### config.mk
export PLATFORM = sky130hd
export DESIGN_NAME = rbfatc_isqrt
export DESIGN_NICKNAME = d
export VERILOG_FILES = /design/src/rtl/rbfatc_pkg.sv /design/src/rtl/rbfatc_isqrt.sv
export SDC_FILE = /design/constraint.sdc
export NUM_CORES = 1
export LEC_CHECK = 0
export ABC_AREA = 1
export BUFFER_PORTS_ARGS = -buffer_cell sky130_fd_sc_hd__buf_2
export CAP_MARGIN = 15
export CORE_MARGIN = 2
export CORE_UTILIZATION = 35
export DETAILED_ROUTE_END_ITERATION = 16
export GPL_TIMING_DRIVEN = 0
export HOLD_SLACK_MARGIN = 0.12
export SETUP_SLACK_MARGIN = 0.4
export SLEW_MARGIN = 20
export SYNTH_ARGS = -nofsm -noshare
export SYNTH_HDL_FRONTEND = slang
export SYNTH_SLANG_ARGS = --single-unit
### constraint.sdc
create_clock -name clk -period 11.4 [get_ports clk]
set_clock_uncertainty 0.2 [all_clocks]
set_input_delay 3.42 -clock clk [delete_from_list [all_inputs] [get_ports clk]]
set_output_delay 3.42 -clock clk [all_outputs]
set_load 0.02 [all_outputs]
### src/rtl/rbfatc_pkg.sv
// ----------------------------------------------------------------------------
// rbfatc_pkg
// Shared constants, codes and helper functions of the RBF adaptive torque
// controller.
// ----------------------------------------------------------------------------
package rbfatc_pkg;

  localparam int NODES           = 7;
  localparam int CENTER_STEP_Q16 = 32768;
  localparam int NODE_W          = (NODES > 1) ? $clog2(NODES) : 1;
  localparam int ADDR_W          = $clog2(2 * NODES);
  localparam int RAD_W           = 64;
  localparam int ROOT_W          = 32;
  localparam int ROOT_STEPS      = RAD_W / 2;
  localparam int STEP_W          = $clog2(ROOT_STEPS);

  typedef enum logic [2:0] {
    CFG_LAW     = 3'd0,
    CFG_FILTER  = 3'd1,
    CFG_KV      = 3'd2,
    CFG_ADAPT   = 3'd3,
    CFG_LEAK    = 3'd4,
    CFG_INV_WSQ = 3'd5,
    CFG_BOUND   = 3'd6,
    CFG_SOFT    = 3'd7
  } cfg_idx_t;

  localparam logic [2:0] LAW_PLAIN  = 3'd0;
  localparam logic [2:0] LAW_LEAK   = 3'd1;
  localparam logic [2:0] LAW_SMOOTH = 3'd2;
  localparam logic [2:0] LAW_SIGN   = 3'd3;
  localparam logic [2:0] LAW_PD     = 3'd4;

  typedef struct packed {
    logic              start;
    logic [RAD_W-1:0]  radicand;
  } sqrt_req_t;

  typedef struct packed {
    logic              done;
    logic [ROOT_W-1:0] root;
  } sqrt_rsp_t;

  function automatic logic [16:0] pow2_tab(input logic [4:0] idx);
    case (idx)
      5'd0:    return 17'd65536;
      5'd1:    return 17'd62757;
      5'd2:    return 17'd60097;
      5'd3:    return 17'd57549;
      5'd4:    return 17'd55109;
      5'd5:    return 17'd52773;
      5'd6:    return 17'd50535;
      5'd7:    return 17'd48393;
      5'd8:    return 17'd46341;
      5'd9:    return 17'd44376;
      5'd10:   return 17'd42495;
      5'd11:   return 17'd40693;
      5'd12:   return 17'd38968;
      5'd13:   return 17'd37316;
      5'd14:   return 17'd35734;
      5'd15:   return 17'd34219;
      default: return 17'd32768;
    endcase
  endfunction

  function automatic logic signed [31:0] center(input logic [NODE_W-1:0] j);
    int t;
    t = (2 * int'(j) - NODES + 1) * CENTER_STEP_Q16;
    return 32'(t >>> 1);
  endfunction

  function automatic logic signed [31:0] sat50(input logic signed [49:0] x);
    if (x > 50'sd2147483647) begin
      return 32'sh7fffffff;
    end else if (x < -50'sd2147483648) begin
      return 32'sh80000000;
    end else begin
      return x[31:0];
    end
  endfunction

endpackage

### src/rtl/rbfatc_isqrt.sv
// ----------------------------------------------------------------------------
// rbfatc_isqrt
// Bit-serial floor square root of a 64-bit radicand, two radicand bits per
// cycle, done pulse after the last step.
// ----------------------------------------------------------------------------
module rbfatc_isqrt (
  input  logic                   clk,
  input  logic                   rst,
  input  rbfatc_pkg::sqrt_req_t  req,
  output rbfatc_pkg::sqrt_rsp_t  rsp
);

  logic [rbfatc_pkg::RAD_W-1:0]  rem;
  logic [rbfatc_pkg::RAD_W-1:0]  root;
  logic [rbfatc_pkg::RAD_W-1:0]  bitm;
  logic [rbfatc_pkg::STEP_W-1:0] cnt;
  logic                          busy;
  logic                          done;
  logic [rbfatc_pkg::RAD_W-1:0]  trial;

  assign trial = root + bitm;

  always_ff @(posedge clk) begin
    if (rst) begin
      busy <= 1'b0;
      done <= 1'b0;
      cnt  <= '0;
    end else begin
      done <= busy && !req.start &&
              (cnt == rbfatc_pkg::STEP_W'(rbfatc_pkg::ROOT_STEPS - 1));
      if (req.start) begin
        busy <= 1'b1;
        cnt  <= '0;
        rem  <= req.radicand;
        root <= '0;
        bitm <= {2'b01, {(rbfatc_pkg::RAD_W-2){1'b0}}};
      end else if (busy) begin
        if (rem >= trial) begin
          rem  <= rem - trial;
          root <= (root >> 1) + bitm;
        end else begin
          root <= root >> 1;
        end
        bitm <= bitm >> 2;
        cnt  <= cnt + 1'b1;
        if (cnt == rbfatc_pkg::STEP_W'(rbfatc_pkg::ROOT_STEPS - 1)) begin
          busy <= 1'b0;
        end
      end
    end
  end

  assign rsp.done = done;
  assign rsp.root = root[rbfatc_pkg::ROOT_W-1:0];

endmodule

* After elaboration in Yosys (flattened, before gate mapping)
Cells that the tools add are included.
** Storage, ports and cells
- Flip-flop bits (word level) :: 167
- Latch bits :: 0
- Memory bits (writable) :: 0
- ROM bits :: 0
- Logic and storage cells :: 30
- Memories :: 0
** Operators by class
- Add/sub/neg operators :: 4
- $mul :: 0
- Divide/modulo/power cells :: 0
- Order comparisons :: 1
- Equal/unequal tests :: 1
- Shifts and indexed selects :: 0
- Mux-type cells :: 9
- Bitwise operators :: 1
- Reduce and logical (&&, ||, !) cells :: 8
** Operators by type and width (number)
- two-way mux 64 bit :: 5
- adder 63 x 63 -> 64 bit :: 1
- adder 64 x 63 -> 64 bit :: 1
- >= comparator 64 bit :: 1
- subtractor 64 bit :: 1
- two-way mux 63 bit :: 1
- adder 5 x 1 -> 5 bit (second input constant) :: 1
- == test 5 bit (second input constant) :: 1
- nonzero test 2 bit :: 2
- two-way mux 1 bit :: 3
- AND reduction 3 bit :: 1
- logical AND 1 bit :: 2
- AND reduction 2 bit :: 1
- OR reduction 2 bit :: 1
- logical NOT 1 bit :: 1
- NOT 1 bit :: 1

* Longest topological paths before layout
- Word-level depth :: 5
- Mapped depth :: 27
- Mapped depth without buffers :: 27

* Worst setup path before layout
No wires, ideal clock.
- Path kind :: in2reg
- Start :: in req[64] (netlist name)
- End :: reg rem[0] (netlist name) (enable)
- Setup time :: 418 ps
- Data arrival time :: 10558 ps
- Required time :: 10782 ps
- Slack :: 224 ps
- Cell stages on the path :: 5
- Cells stage by stage :: clkbuf_1 -> inv_2 -> a21oi_1 -> o21ai_0 -> inv_1
** On the way
- Word-level cells in the longest chain between the ends :: 2
- Elaborated cells between the ends (all ways) :: 3
- Classes of those cells :: 3 x reduce/logical
** RTL lines
- start, declared :: RTL line rbfatc_isqrt.sv:9 : input rbfatc_pkg::sqrt_req_t req,
- nonzero test 2 bit (no source line)
- AND reduction 3 bit (no source line) *
- end signal, assigned :: RTL line rbfatc_isqrt.sv:34 : rem <= req.radicand;
- end signal, assigned :: RTL line rbfatc_isqrt.sv:39 : rem <= rem - trial;
- end, declared :: RTL line rbfatc_isqrt.sv:13 : logic [rbfatc_pkg::RAD_W-1:0] rem;
Mark *: on every way between the ends. The rest lies on a longest branch, timed or not.
A chain may end at the register's enable or synchronous reset.

* Worst setup path after layout
- Start :: in req[64] (netlist name)
- End :: reg rem[43] (netlist name) (enable)
Same word-level chain as after synthesis.

==> metrics.md <==
| Metric | Value |
|---|---|
| F_max | `152 MHz` |
| Crit path time final | `6570 ps` |
| Yosys reg bits | `167` |
| Endpoint type of the worst setup path | `flop` |
| Num ports | `100` |
| Number of remaining DRC errors | `0` |
| Status | `finished clean` |
| Reg power frac | `0.269` |
| Hold path cells | `2` |
| Ys async rst share | `0` |
| Gr ovfl total | `0` |
| Worst vdd rail ir drop | `0.120 mV` |
| Worst skew pair latency | `500 ps` |
| DIE AREA | `60,800 µm²` |
| Layout Utilization | `0.394` |
| Core ar. | `57,900 µm²` |
| Final setup fails | `0` |
| CTS tree | `built` |
| Synth top area share | `0.261` |
| Antenna violations before repair | `0` |
| Vias | `21,800` |
| Post-Syn Area | `20,600 µm²` |
| Root Driver | `clkbuf_16` |
| Worst EP arrival | `6540 ps` |
| Setup Slack @ Placement | `4320 ps` |
| Drt first pass iters | `6` |
| CTS H-Tree Depth | `4` |
| Worst rel slew slack | `0.365` |
| Slew @ Worst Pin | `953 ps` |
| Hold buffer count at CTS | `0` |
| GRT Overall Usage | `0.256` |
| Vias in the first global route | `20,900` |
| Global placer's final weighted congestion | `0.959` |
| PortBufs | `99` |
| Syn Inst Count | `3,519` |
| Worst reg-to-reg path cell count | `20` |
| Crit Reg-Reg Startpoint | `root[10]` |
| Worst hold path class | `flop to flop` |
| Clock share of power | `0.197` |
| Clock Tree Buf Depth | `2` |
| Ys Warns | `0` |
| PD cells | `143 nW/µm²` |
| Postcts setup bufs | `0` |
| R2R Setup Slk | `5690 ps` |
| Most area-consuming cells after synthesis | `nand2_1 (26%), edfxtp_1 (23%), inv_1 (10%)` |
| Nets@finish | `3,842` |
| Share of layout cells above drive strength 1 | `0.0640` |
| Fin. Hold Viols | `0` |
| Gate power share | `0.534` |
| Post-synth EDFFs | `160` |
| Synth Flop Type | `edfxtp_1` |
| RR Endpoint | `rem[43]` |
| Initial Util | `0.355` |
| Worst Setup SP | `req[64]` |
| Area of the multi-input gates | `13,000 µm²` |
| Die X-Extent | `246 µm` |
| Sequential area share after synthesis | `0.240` |
| Register Area | `4940 µm²` |
| Layout area overhead | `10.7%` |
| Unique masters post-synth | `44` |
| Startpoint types | `primary input` |
| Clock transition at path regs | `70 ps` |
| Layout fillers | `6,599` |
| RSZ-0062 raised after global routing | `false` |
| Leakage | `11.8 nW` |
| Largest net degree at the start of global routing | `51` |
| Row Count | `88` |
| Setup Crit Path Kind | `primary input to flop` |
| DR iter-0 viols | `1,640` |
| P_sw | `1.55 mW` |
| Setup_tns | `0 ps` |
| Die Ht | `246 µm` |
| CP max FO | `50` |
| Post_cts resized | `0` |
| DR WL/cell | `17.4 µm` |
| Global-route wire length before repair | `117,000 µm` |
| Final WL | `77,000 µm` |
| Synth Area per Inst | `5.85 µm²` |
| Cell-internal power | `1.70 mW` |
| Final worst slack | `4830 ps` |
| Max Cap Viol | `0` |
| Antenna Nets Post-Route | `0` |
| DR vias/cell | `4.94` |
| Switching share of power | `0.478` |
| CTS Buf Count | `17` |
| Design area | `22,800 µm²` |
| Worst Path Required | `11,370 ps` |
| Ant. Diodes | `0` |
| Clock sink total | `167` |
| Final Slew Violations | `0` |
| Hold path endpoint | `cnt[4]` |
| Placement Cell Area | `22,200 µm²` |
| Post-Syn Nets | `3,719` |
| HP Start | `cnt[4]` |
| Final worst-path cycle share | `0.576` |
| Yosys top cell by area | `nand2_1` |
| Dpl hpwl | `65,200 µm` |
==> critical path, cell delays in order <==
cell and delay [ps]:
buf_2 320, clkbuf_1 490, inv_2 310, a21oi_4 690
buf_16 250, buf_16 180, o21ai_0 180, inv_4 280
buf_16 300
==> power by group through the flow <==
stage	combinational, mW	clock, mW	sequential (mW)
detailed placement	1.71	0	0.884
global route	1.96	0.664	0.883
global placement	1.69	0	0.891
CTS	1.72	0.645	0.873
floorplan	1.25	0	0.843
finish	1.73	0.639	0.875
==> per-layer routing <==
layer / part of all wire / vias to the layer above / track usage / wire (µm)
li1: - / 11300 / - / -
met1: 0.45 / 9750 / 0.337 / 34300
met2: 0.45 / 661 / 0.420 / 34600
met3: 0.057 / 142 / 0.0234 / 4370
met4: 0.048 / 0 / 0.125 / 3660
met5: 0 / - / 0 / 0
==> Yosys cell counts (all sizes together), types with 3 or more instances <==
cell type	n
nand2b	3
nor4	12
a21o	4
a31oi	3
a21oi	147
inv	569
o21ai	135
and2	9
ha	132
clkbuf	25
edfxtp	160
or2	12
nand3b	29
nand2	1450
nand4	27
buf	52
nor3	46
dfxtp	7
xnor2	58
xor2	45
nor2	345
o21bai	20
o21a	7
nand3	214
==> how the worst max path moves through the flow <==
stage	endpoint	slack, ps	depth (start not counted)
after CTS	rem[23]	4840	9
after global routing	rem[43]	4710	9
final	rem[43]	4830	9
after detailed placement	rem[53]	4320	9
after floorplan	rem[0]	2580	5
after global placement	rem[53]	-530	6
==> flip-flops by register name (all words and copies together) (netlist names) <==
signal and cells:
root 64, done 1, busy 1, bitm 32, rem 64, cnt 5
==> logic make-up (layout without fill, tap and decap cells) <==
group,count (synthesis),count (layout),share of synthesized area
AND/OR/NAND/NOR,2148,2148,0.424
adder cells (fa/ha/maj),133,133,0.0812
XOR/XNOR,103,103,0.0438
AO/OA/AOI/OAI,320,320,0.0832
flip-flops,167,167,0.240
buffers and inverters,648,784,0.127
==> through the flow <==
stage | hold slack, ps | instances | power, mW
2_1_floorplan | 245 | 3519 | 2.09
3_3_place_gp | 259 | 4383 | 2.58
3_5_place_dp | 259 | 4388 | 2.60
4_1_cts | 270 | 4420 | 3.23
5_1_grt | 293 | 4420 | 3.51
6_report | 268 | 4420 | 3.25
==> cell type report <==
type	count	area share
Timing Repair Buffer	104	0.0278
Tap cell	765	0.0420
Inverter	571	0.0942
Buffer	77	0.0208
Multi-Input combinational cell	2704	0.572
Sequential cell	167	0.217
Clock inverter	15	0.00791
Clock buffer	17	0.0187
==> cell usage in the layout, fill, tap and decap left out, types with 29 or more instances in the layout <==
master and n:
nor3_1 44, a21oi_1 143, buf_4 33, nand2_1 1431, nor2_1 339, xor2_1 45
o21ai_0 128, xnor2_1 58, inv_1 562, ha_1 132, buf_2 108, edfxtp_1 160
nand3_1 214, nand3b_1 29
No activity file was read; power rests on OpenSTA's default activity.
